$ cat src/rtl/saq_pkg.sv
// Shared types and constants of the sorted alarm queue.
// Holds the operation and status codes, the field widths and the default depth.
// Depends on nothing.
package saq_pkg;

  localparam int DEFAULT_QUEUE_DEPTH = 16;

  localparam int KEY_W    = 32;
  localparam int OP_W     = 2;
  localparam int YEAR_W   = 12;
  localparam int MONTH_W  = 4;
  localparam int DAY_W    = 5;
  localparam int HOUR_W   = 5;
  localparam int MINUTE_W = 6;
  localparam int POS_W    = 5;
  localparam int COUNT_W  = 5;
  localparam int STATUS_W = 2;

  localparam int IN_DATA_W  = 40;
  localparam int IN_USER_W  = 2;
  localparam int OUT_DATA_W = 48;

  localparam logic [OP_W-1:0] OP_INSERT  = 2'd0;
  localparam logic [OP_W-1:0] OP_DELETE  = 2'd1;
  localparam logic [OP_W-1:0] OP_TICK    = 2'd2;
  localparam logic [OP_W-1:0] OP_DISMISS = 2'd3;

  localparam logic [STATUS_W-1:0] ST_OK    = 2'd0;
  localparam logic [STATUS_W-1:0] ST_FULL  = 2'd1;
  localparam logic [STATUS_W-1:0] ST_EMPTY = 2'd2;
  localparam logic [STATUS_W-1:0] ST_RANGE = 2'd3;

  typedef logic [KEY_W-1:0] key_t;

endpackage

$ cat src/rtl/saq_store.sv
// Alarm key memory of the sorted alarm queue: one write port, one read port
// with registered read data.
// Depends on saq_pkg.
module saq_store #(
  parameter int DEPTH  = saq_pkg::DEFAULT_QUEUE_DEPTH,
  parameter int ADDR_W = $clog2(DEPTH)
) (
  input  logic              clk,
  input  logic              wr_en,
  input  logic [ADDR_W-1:0] wr_addr,
  input  saq_pkg::key_t     wr_data,
  input  logic              rd_en,
  input  logic [ADDR_W-1:0] rd_addr,
  output saq_pkg::key_t     rd_data
);
  import saq_pkg::*;

  key_t mem [DEPTH];
  key_t rd_data_r;

  always_ff @(posedge clk) begin
    if (wr_en) begin
      mem[wr_addr] <= wr_data;
    end
  end

  always_ff @(posedge clk) begin
    if (rd_en) begin
      rd_data_r <= mem[rd_addr];
    end
  end

  assign rd_data = rd_data_r;

endmodule

$ cat src/rtl/saq_cmp.sv
// Shared key comparator of the sorted alarm queue.
// Packed keys order lexicographically as plain unsigned numbers. Depends on saq_pkg.
module saq_cmp (
  input  saq_pkg::key_t stored_key,
  input  saq_pkg::key_t probe_key,
  output logic          stored_gt
);
  import saq_pkg::*;

  always_comb begin
    stored_gt = stored_key > probe_key;
  end

endmodule

$ cat src/rtl/sorted_alarm_queue_top.sv
// Top level of the sorted alarm queue: sequencer, count and result register.
// Depends on saq_pkg, saq_store and saq_cmp.
//
// The queue keeps up to QUEUE_DEPTH alarm timestamps sorted earliest first in
// a single-port-read memory, and every operation returns one result with the
// head entry, the count and a status. One operation is in work at a time:
// in_tready is high only while the block is idle, and it drops from the
// accepting edge until the result transaction completes. An insert walks from
// the tail toward the head, with a memory read, then a compare and write
// through the shared comparator, for each entry moved; a delete or dismiss
// shifts the entries behind the removed one, a read then a write per entry. A
// tick or a rejected operation goes straight to the head read. Every operation
// reads the head (S_HEAD_RD), forms the result (S_HEAD_CMP) and presents it
// in S_OUT until out_tready takes it. The alarm memory needs no clearing
// after reset; entries beyond the count are never read.
module sorted_alarm_queue_top #(
  parameter int QUEUE_DEPTH = saq_pkg::DEFAULT_QUEUE_DEPTH
) (
  input  logic                           clk,
  input  logic                           rst_n,
  input  logic                           in_tvalid,
  output logic                           in_tready,
  // Fields from bit 0 up: year, month, day, hour, minute, position, zero fill.
  input  logic [saq_pkg::IN_DATA_W-1:0]  in_tdata,
  // Fields from bit 0 up: op.
  input  logic [saq_pkg::IN_USER_W-1:0]  in_tuser,
  output logic                           out_tvalid,
  input  logic                           out_tready,
  // Fields from bit 0 up: ringing, has_next, next_year, next_month, next_day,
  // next_hour, next_minute, entry_count, status, zero fill.
  output logic [saq_pkg::OUT_DATA_W-1:0] out_tdata
);
  import saq_pkg::*;

  localparam int ADDR_W = (QUEUE_DEPTH > 1) ? $clog2(QUEUE_DEPTH) : 1;
  localparam int CNT_W  = $clog2(QUEUE_DEPTH + 1);
  localparam int PW     = (CNT_W > POS_W) ? CNT_W : POS_W;
  localparam int EXT_W  = (CNT_W > COUNT_W) ? CNT_W : COUNT_W;

  localparam logic [2:0] S_IDLE     = 3'd0;
  localparam logic [2:0] S_INS_RD   = 3'd1;
  localparam logic [2:0] S_INS_CMP  = 3'd2;
  localparam logic [2:0] S_DEL_RD   = 3'd3;
  localparam logic [2:0] S_DEL_WR   = 3'd4;
  localparam logic [2:0] S_HEAD_RD  = 3'd5;
  localparam logic [2:0] S_HEAD_CMP = 3'd6;
  localparam logic [2:0] S_OUT      = 3'd7;

  logic [2:0]          state_r, state_nxt;
  logic [CNT_W-1:0]    cnt_r, cnt_nxt;
  logic [ADDR_W-1:0]   k_r, k_nxt;
  key_t                key_r, key_nxt;
  logic [OP_W-1:0]     op_r, op_nxt;
  logic [STATUS_W-1:0] status_r, status_nxt;
  logic [OUT_DATA_W-1:0] out_data_r, out_data_nxt;

  logic                mem_wr_en;
  logic [ADDR_W-1:0]   mem_wr_addr;
  key_t                mem_wr_data;
  logic                mem_rd_en;
  logic [ADDR_W-1:0]   mem_rd_addr;
  key_t                mem_rd_data;
  logic                stored_gt;

  key_t                in_key;
  logic [OP_W-1:0]     in_op;
  logic [PW-1:0]       in_pos;
  logic [PW-1:0]       pos_idx;
  logic                pos_bad;
  logic [CNT_W-1:0]    k_plus1;
  key_t                head;
  logic                ringing;
  logic [EXT_W-1:0]    cnt_ext;

  assign in_key  = {in_tdata[11:0], in_tdata[15:12], in_tdata[20:16],
                    in_tdata[25:21], in_tdata[31:26]};
  assign in_op   = in_tuser[1:0];
  assign in_pos  = PW'(in_tdata[36:32]);
  assign pos_idx = in_pos - PW'(1);
  assign pos_bad = (in_pos == '0) || (in_pos > PW'(cnt_r));
  assign k_plus1 = CNT_W'(k_r) + CNT_W'(1);

  saq_store #(
    .DEPTH  (QUEUE_DEPTH),
    .ADDR_W (ADDR_W)
  ) u_store (
    .clk     (clk),
    .wr_en   (mem_wr_en),
    .wr_addr (mem_wr_addr),
    .wr_data (mem_wr_data),
    .rd_en   (mem_rd_en),
    .rd_addr (mem_rd_addr),
    .rd_data (mem_rd_data)
  );

  // The one comparator serves the insert walk and the tick due test.
  saq_cmp u_cmp (
    .stored_key (mem_rd_data),
    .probe_key  (key_r),
    .stored_gt  (stored_gt)
  );

  always_comb begin
    state_nxt    = state_r;
    cnt_nxt      = cnt_r;
    k_nxt        = k_r;
    key_nxt      = key_r;
    op_nxt       = op_r;
    status_nxt   = status_r;
    out_data_nxt = out_data_r;
    mem_wr_en    = 1'b0;
    mem_wr_addr  = k_r;
    mem_wr_data  = key_r;
    mem_rd_en    = 1'b0;
    mem_rd_addr  = k_r;
    head         = '0;
    ringing      = 1'b0;
    cnt_ext      = EXT_W'(cnt_r);

    unique case (state_r)
      S_IDLE: begin
        if (in_tvalid) begin
          key_nxt    = in_key;
          op_nxt     = in_op;
          status_nxt = ST_OK;
          state_nxt  = S_HEAD_RD;
          unique case (in_op)
            OP_INSERT: begin
              if (cnt_r == CNT_W'(QUEUE_DEPTH)) begin
                status_nxt = ST_FULL;
              end else begin
                k_nxt     = cnt_r[ADDR_W-1:0];
                state_nxt = S_INS_RD;
              end
            end
            OP_DELETE: begin
              if (cnt_r == '0) begin
                status_nxt = ST_EMPTY;
              end else if (pos_bad) begin
                status_nxt = ST_RANGE;
              end else begin
                k_nxt     = pos_idx[ADDR_W-1:0];
                state_nxt = S_DEL_RD;
              end
            end
            OP_TICK: begin
              state_nxt = S_HEAD_RD;
            end
            OP_DISMISS: begin
              if (cnt_r == '0) begin
                status_nxt = ST_EMPTY;
              end else begin
                k_nxt     = '0;
                state_nxt = S_DEL_RD;
              end
            end
            default: begin
              state_nxt = S_HEAD_RD;
            end
          endcase
        end
      end

      S_INS_RD: begin
        if (k_r == '0) begin
          mem_wr_en = 1'b1;
          cnt_nxt   = cnt_r + CNT_W'(1);
          state_nxt = S_HEAD_RD;
        end else begin
          mem_rd_en   = 1'b1;
          mem_rd_addr = k_r - ADDR_W'(1);
          state_nxt   = S_INS_CMP;
        end
      end

      S_INS_CMP: begin
        mem_wr_en = 1'b1;
        if (stored_gt) begin
          // Later entry moves one place toward the tail.
          mem_wr_data = mem_rd_data;
          k_nxt       = k_r - ADDR_W'(1);
          state_nxt   = S_INS_RD;
        end else begin
          cnt_nxt   = cnt_r + CNT_W'(1);
          state_nxt = S_HEAD_RD;
        end
      end

      S_DEL_RD: begin
        if (k_plus1 >= cnt_r) begin
          cnt_nxt   = cnt_r - CNT_W'(1);
          state_nxt = S_HEAD_RD;
        end else begin
          mem_rd_en   = 1'b1;
          mem_rd_addr = k_plus1[ADDR_W-1:0];
          state_nxt   = S_DEL_WR;
        end
      end

      S_DEL_WR: begin
        mem_wr_en   = 1'b1;
        mem_wr_data = mem_rd_data;
        k_nxt       = k_r + ADDR_W'(1);
        state_nxt   = S_DEL_RD;
      end

      S_HEAD_RD: begin
        mem_rd_en   = cnt_r != '0;
        mem_rd_addr = '0;
        state_nxt   = S_HEAD_CMP;
      end

      S_HEAD_CMP: begin
        if (cnt_r != '0) begin
          head    = mem_rd_data;
          ringing = (op_r == OP_TICK) && !stored_gt;
        end
        out_data_nxt = {7'b0, status_r, cnt_ext[COUNT_W-1:0], head[5:0], head[10:6],
                        head[15:11], head[19:16], head[31:20], cnt_r != '0, ringing};
        state_nxt    = S_OUT;
      end

      S_OUT: begin
        if (out_tready) begin
          state_nxt = S_IDLE;
        end
      end

      default: begin
        state_nxt = S_IDLE;
      end
    endcase
  end

  always_ff @(posedge clk) begin
    if (!rst_n) begin
      state_r <= S_IDLE;
      cnt_r   <= '0;
    end else begin
      state_r <= state_nxt;
      cnt_r   <= cnt_nxt;
    end
  end

  always_ff @(posedge clk) begin
    k_r        <= k_nxt;
    key_r      <= key_nxt;
    op_r       <= op_nxt;
    status_r   <= status_nxt;
    out_data_r <= out_data_nxt;
  end

  assign in_tready  = state_r == S_IDLE;
  assign out_tvalid = state_r == S_OUT;
  assign out_tdata  = out_data_r;

  // The count never exceeds the queue depth.
  a_cnt_bound: assert property (@(posedge clk) disable iff (!rst_n)
    cnt_r <= CNT_W'(QUEUE_DEPTH))
    else $error("alarm count above queue depth");

  // A full rejection is reported only while the queue is full.
  a_full_status: assert property (@(posedge clk) disable iff (!rst_n)
    out_tvalid && out_data_r[40:39] == ST_FULL |-> cnt_r == CNT_W'(QUEUE_DEPTH))
    else $error("full status with free entries");

  // An empty queue reports an all-zero head and no ringing.
  a_empty_head: assert property (@(posedge clk) disable iff (!rst_n)
    out_tvalid && !out_data_r[1] |-> out_data_r[33:0] == '0 && cnt_r == '0)
    else $error("empty queue reports a head entry");

  // A new operation is taken only after the previous result has left.
  a_one_in_flight: assert property (@(posedge clk) disable iff (!rst_n)
    out_tvalid && out_tready |=> in_tready && !out_tvalid)
    else $error("result handshake did not return to idle");

endmodule
$ cat config.mk
export PLATFORM = sky130hd
export DESIGN_NAME = sorted_alarm_queue_top
export DESIGN_NICKNAME = d
export VERILOG_FILES = /design/src/rtl/saq_pkg.sv /design/src/rtl/saq_store.sv /design/src/rtl/saq_cmp.sv /design/src/rtl/sorted_alarm_queue_top.sv
export SDC_FILE = /design/constraint.sdc
export NUM_CORES = 1
export LEC_CHECK = 0
export BUFFER_PORTS_ARGS = -buffer_cell sky130_fd_sc_hd__buf_2
export CORE_MARGIN = 2
export CORE_UTILIZATION = 35
export CTS_BUF_LIST = sky130_fd_sc_hd__clkbuf_16
export CTS_CLUSTER_SIZE = 25
export DETAILED_ROUTE_END_ITERATION = 7
export GPL_ROUTABILITY_DRIVEN = 0
export HOLD_SLACK_MARGIN = 0.15
export PLACE_DENSITY_LB_ADDON = 0.08
export SLEW_MARGIN = 20
export SYNTH_ARGS = -nofsm -noshare
export SYNTH_HDL_FRONTEND = slang
export SYNTH_SLANG_ARGS = --single-unit
$ cat constraint.sdc
create_clock -name clk -period 5.2 [get_ports clk]
set_clock_uncertainty 0.05 [all_clocks]
set_input_delay 0.78 -clock clk [delete_from_list [all_inputs] [get_ports clk]]
set_output_delay 0.78 -clock clk [all_outputs]
set_load 0.01 [all_outputs]
==> results of run 1 <==
## final timing paths
kind / startpoint / end / slack, ns
worst max-delay path: u_store.rd_data[30]$_DFFE_PP_ / u_store.mem[5][3]$_DFFE_PP_ / 0.65
worst min-delay path: in_tdata[18] / key_r[13]$_DFFE_PP_ / 0.30
worst min register to register: status_r[1]$_DFFE_PP_ / out_tdata[40]$_DFFE_PP_ / 0.37
worst max register to register: u_store.rd_data[30]$_DFFE_PP_ / u_store.mem[5][3]$_DFFE_PP_ / 0.65
## sequential cells by signal (all words and copies together) (netlist names)
| signal | cells |
|---|---|
| k_r | 4 |
| u_store.mem | 512 |
| key_r | 32 |
| op_r | 2 |
| cnt_ext | 5 |
| state_r | 3 |
| status_r | 2 |
| out_tdata | 41 |
| u_store.rd_data | 32 |
## layer usage
metal	global-route usage	up-vias	part of all wire
met5	0	-	0
met4	0.0425	0	0.014
met3	0.0263	73	0.035
met2	0.300	283	0.47
met1	0.265	7867	0.48
li1	-	7060	-
## worst max-delay path: stages (launching register included)
cell and delay, ns:
edfxtp_1 0.43, ha_1 0.33, nand4_1 0.38, o21ai_0 0.47, a211oi_1 0.20, buf_4 0.18, o21ai_0 0.21, nand2_1 0.32
o21ai_4 0.84, buf_4 0.35, mux2_2 0.48
## synth_stat cells (all sizes together), types with 4 or more instances
cell type | number | area share
a31oi | 67 | 0.017
a21oi | 30 | 0.0056
nand2 | 219 | 0.031
o22ai | 5 | 0.0012
nor2 | 38 | 0.0054
a21boi | 4 | 0.0011
and2 | 98 | 0.023
o32ai | 33 | 0.011
nor2b | 38 | 0.0089
nand3 | 11 | 0.0021
and3 | 34 | 0.0080
dfxtp | 8 | 0.0060
nor3 | 5 | 0.00094
mux2i | 66 | 0.025
buf | 62 | 0.015
a221o | 34 | 0.013
edfxtp | 625 | 0.71
mux2 | 64 | 0.027
xnor2 | 5 | 0.0016
o21ai | 20 | 0.0040
a21o | 13 | 0.0037
ha | 51 | 0.024
inv | 49 | 0.0069
nand2b | 6 | 0.0014
a211oi | 99 | 0.032
clkbuf | 48 | 0.0068
nand4 | 9 | 0.0021
## layout make-up
type / count / area, um^2
fillers: 6953 / 44800
inverters: 49 / 184
multi-input cells: 991 / 7130
clock buffers: 75 / 1880
well taps: 978 / 1220
repair buffers: 143 / 1080
flip-flops and latches: 633 / 18900
clock inverters: 56 / 383
## power by group through the flow
stage               Clock, mW  Combinational [mW]  Sequential [mW]
floorplan                   0                5.41             7.36
global placement            0                8.07             7.51
detailed placement          0                8.16             7.52
CTS                      5.00                8.19             7.42
global route             5.19                8.78             7.47
finish                   4.85                8.05             7.41
## through the flow
step           worst slack [ns]  utilization  hold WS (ns)  power (mW)
4_1_cts                   0.628        0.407         0.246        20.6
3_3_place_gp              0.704        0.376         0.360        15.6
5_1_grt                   0.439        0.408         0.263        21.4
6_report                  0.647        0.408         0.296        20.3
2_1_floorplan              1.58            -         0.350        12.8
3_5_place_dp              0.651        0.377         0.356        15.7
## cells in the final DEF, fill, tap and decap left out, types with 3 or more instances in the layout
master	n
a31oi_1	65
nor2_1	19
ha_1	51
nand2b_1	6
clkinv_1	14
o22ai_1	5
and3_1	34
and2_1	96
nor2b_1	38
conb_1	7
a211oi_2	20
clkbuf_16	75
dfxtp_1	8
mux2_2	64
buf_16	3
a21boi_0	3
buf_4	42
a221o_1	34
clkinv_2	10
o32ai_1	33
buf_2	85
nand3_1	11
bufinv_16	4
buf_12	13
a211oi_1	79
a21o_1	13
nand2_1	217
mux2i_1	66
or3_1	3
edfxtp_1	625
o21ai_0	17
nor2_4	19
xnor2_1	5
inv_1	70
nand4_1	9
nor3_1	5
a21oi_1	30
## kinds of logic (layout without fill, tap and decap cells)
group                      after synthesis  after routing  share of synthesized area
AOI/OAI and AO/OA                      323            323                     0.0942
buffers and inverters                  159            323                     0.0284
DFF                                    633            633                      0.711
xor gates and xnor gates                 7              7                    0.00230
other                                    1              7                   0.000141
adders and majority gates               52             52                     0.0247
muxes                                  130            130                     0.0519
and+or+nand+nor                        472            472                     0.0869
==> run metrics, run 1 <==
routed wire length slightly above 70000 um; ant diodes 0; Startpoint Class flop; Async S/R FF share, synth 0; initial core utilization 0.352; register bit total from synthesis 633; largest net degree at the start of global routing 111; 1st-iter DRT viols 856; Post-synth EDFFs between 600 and 700; fin area between 30000 and 40000 um^2; area of the die around 78000 um^2; placed cell count 2792; Skew-Pair Late Insertion Delay ~0.6 ns; die height 280 um; placed inst area 28500 um^2; Psw 7.59 mW; cts repair resizes 0; Fin. Hold Viols 0; Reg clk slew, reported paths 0.06 ns; hold buffer count at CTS 0; total gr overflow 0; Slew Limit Fails 0; share of cells above drive strength 1 0.185; row count roughly 100; yosys warns 0; # port buffers 85; VDD IR max roughly 0.62 mV; maxcap violations 0; Syn Inst Count between 1500 and 2000; H-tree levels 3; critical path endpoint category flop; GRT Total Usage 0.185; post-route setup TNS 0 ns; WL/cell 24.9 um; Comb pwr share 0.396; post-synthesis sequential area ratio 0.711; Crit Path Max Fanout 16; Worst Path Arrival 4.81 ns; final std cells w/o fill 2925; CTS tree done; Syn Area/Cell 15.0 um^2; vias in the first global route between 15000 and 20000; Core Region 75600 um^2; CTS max path bufs 3; Root Driver clkbuf_16; # setup viols final 0; DRT Pass-1 Iters 4; RSZ-0062 raised after global routing false; Power Internal 12.7 mW; DRC 0; Unique masters post-synth 67; Vias/cell between 5 and 6; Seq pwr share 0.365; Final period util 0.876; Fmax 220 MHz; Num CTS Buffers 73; Tmin final 4.55 ns; post-route ant nets 0; area grow syn2layout 15.8%; Worst R2R Path Depth 10; LEAKAGE 10.6 nW; Main synth FF type edfxtp_1; hpwl dp a little over 40000 um; CP Data Required Time 5.46 ns; die width 280 um; io pins 96; first-pass GRT wire length 106000 um; Max-slew headroom 0.325; # clock sinks 633; initial antenna violation count 0; Worst Tran Pin Value 1.01 ns; PD cells 659 nW/um^2; clock network fraction of total power 0.239; outcome finished clean; Hold Crit Class primary input to flop; Layout Nets 1989; hold path cells 1; Post-CTS Setup Inserts 0; CP Class flop to flop; Mapped Area 26600 um^2; sw frac 0.374; vias 15283
Power figures use the tool's default switching activity.
==> run 2: changes to the inputs <==
Settings changed: CORE_UTILIZATION 35 to 60.
==> run 2 against run 1 <==
Count of clock-buffer cells in the layout is 7 lower; critical path depth is 3 higher; die area is 41% lower; largest power group unchanged; largest cell class unchanged.
==> run metrics, run 2 (synthesis gave the netlist of run 1 again) <==
minimum hold slack 0.313 ns (was 0.296 ns); Layout Nets 1969 (was 1989); Core Region 44000 um^2 (was 75600 um^2); WL/cell 24.4 um (was 24.9 um); Vias/cell 6.13 (was 5.22); Worst Tran Pin Value 1.02 ns (was 1.01 ns); Num CTS Buffers 66 (was 73); Tmin final 4.26 ns (was 4.55 ns); CTS max path bufs 3 (unchanged); total gr overflow 0 (unchanged); CP Data Required Time 5.48 ns (was 5.46 ns); initial antenna violation count 1 (was 0); Post-CTS Setup Inserts 0 (unchanged); hpwl dp 34800 um (was 41300 um); critical path endpoint category flop (unchanged); share of cells above drive strength 1 0.172 (was 0.185); io pins 96 (unchanged); worst r2r src k_r[0]$_DFFE_PP_ (was u_store.rd_data[30]$_DFFE_PP_); row count 77 (was 101); CP Class flop to flop (unchanged); routed wire length 61300 um (was 72700 um); fin area 29900 um^2 (was 30800 um^2); CP Launch Point k_r[0]$_DFFE_PP_ (was u_store.rd_data[30]$_DFFE_PP_); Power Internal 12.4 mW (was 12.7 mW); clock network fraction of total power 0.225 (was 0.239); post-route setup TNS 0 ns (unchanged); Hold Crit Class primary input to flop (unchanged); cts repair resizes 0 (unchanged); Seq pwr share 0.382 (was 0.365); Fin. Hold Viols 0 (unchanged); hold buffer count at CTS 0 (unchanged); PD cells 650 nW/um^2 (was 659 nW/um^2); post-route ant nets 0 (unchanged); placed inst area 27900 um^2 (was 28500 um^2); area of the die 46000 um^2 (was 78200 um^2); number of flip-flops in the largest register 512 (unchanged); Largest Register u_store.mem (unchanged); VDD IR max 0.675 mV (was 0.620 mV); DRC 0 (unchanged); DRT Pass-1 Iters 6 (was 4); initial core utilization 0.604 (was 0.352); Max-slew headroom 0.315 (was 0.325); vias 15396 (was 15283); die width 215 um (was 280 um); GRT Total Usage 0.267 (was 0.185); area grow syn2layout 12.3% (was 15.8%); most common cell after layout, fill and taps aside edfxtp_1 (unchanged); outcome finished clean (unchanged); final std cells w/o fill 2511 (was 2925); sw frac 0.363 (was 0.374); # setup viols final 0 (unchanged); ant diodes 0 (unchanged); LEAKAGE 10.4 nW (was 10.6 nW); CTS tree done (unchanged); Fmax 235 MHz (was 220 MHz); # clock sinks 633 (unchanged); # port buffers 85 (unchanged); H-tree levels 3 (unchanged); Worst Path Arrival 4.54 ns (was 4.81 ns); most frequent cells in the layout 625 x edfxtp_1, 219 x nand2_1, 96 x and2_1, 85 x buf_2, 79 x a211oi_1 (was 625 x edfxtp_1, 217 x nand2_1, 96 x and2_1, 85 x buf_2, 79 x a211oi_1); Startpoint Class flop (unchanged); Slew Limit Fails 0 (unchanged); Comb pwr share 0.394 (was 0.396); min-delay src in_tdata[9] (was in_tdata[18]); 1st-iter DRT viols 1364 (was 856); Crit Path Max Fanout 23 (was 16); Psw 7.04 mW (was 7.59 mW); die height 215 um (was 280 um); maxcap violations 0 (unchanged); Root Driver clkbuf_16 (unchanged); first-pass GRT wire length 91600 um (was 106000 um); Reg clk slew, reported paths 0.06 ns (about the same); Final period util 0.820 (was 0.876); largest net degree at the start of global routing 89 (was 111); RSZ-0062 raised after global routing false (unchanged); vias in the first global route 15177 (was 15190); placed cell count 2395 (was 2792); Skew-Pair Late Insertion Delay 0.59 ns (was 0.61 ns)
-- run 2: cell types whose count changed in the layout (fill, tap and decap cells not counted) --
cell       change
nand2_1        +2
inv_1          +1
buf_4          -8
clkinv_2       -5
inv_16         -1
clkbuf_16      -7
inv_6          -1
bufinv_16      -1
clkinv_1       -1
buf_12         -2
buf_16         -3
clkinv_8       -1
nand2_2        -2
inv_8          +1
-- run 2: path summary, 6_finish.rpt --
kind                                   end  slack [ns]  depth (start not counted)
max          u_store.rd_data[18]$_DFFE_PP_        0.94                         13
max reg2reg  u_store.rd_data[18]$_DFFE_PP_        0.94                         13
min reg2reg        out_tdata[40]$_DFFE_PP_        0.37                          0
min                    key_r[29]$_DFFE_PP_        0.31                          1
-- run 2: layout make-up --
cell class                 instances  area (um^2)
sequential                       633        18900
clock inverter                    48          294
timing repair buffer             130          901
fill                            3092        14200
multi-input combinational        991         7130
clock buffer                      68         1700
inverter                          49          184
tap                              592          741
-- run 2: power groups by stage --
stage / sequential [mW] / combinational (mW) / clock (mW)
6_report: 7.41 / 7.64 / 4.36
5_1_grt: 7.47 / 8.33 / 4.61
4_1_cts: 7.41 / 7.66 / 4.42
3_5_place_dp: 7.51 / 7.64 / 0
3_3_place_gp: 7.50 / 7.44 / 0
2_1_floorplan: 7.36 / 5.41 / 0
-- run 2: stage by stage --
stage	power, mW	worst slack, ns	utilization
floorplan	12.8	1.58	-
global placement	14.9	1.02	0.633
detailed placement	15.2	0.957	0.633
CTS	19.5	0.930	0.679
global route	20.4	0.627	0.679
finish	19.4	0.936	0.679
-- run 2: per-layer routing --
| layer | up-vias | global-route usage | share of wire |
|---|---|---|---|
| met3 | 113 | 0.0396 | 0.058 |
| li1 | 6996 | - | - |
| met1 | 7755 | 0.363 | 0.42 |
| met4 | 0 | 0.0954 | 0.028 |
| met2 | 532 | 0.446 | 0.49 |
| met5 | - | 0 | 0 |
-- run 2: critical path, stage by stage, from the launching register on --
cell	delay (ns)
edfxtp_1	0.58
ha_1	0.39
and3_1	0.21
ha_1	0.35
a21oi_1	0.20
nor2_1	0.10
a31oi_2	0.17
a31oi_1	0.17
a311o_2	0.51
buf_4	0.28
buf_4	0.26
a211oi_1	0.30
a31oi_1	0.07
a221o_1	0.36
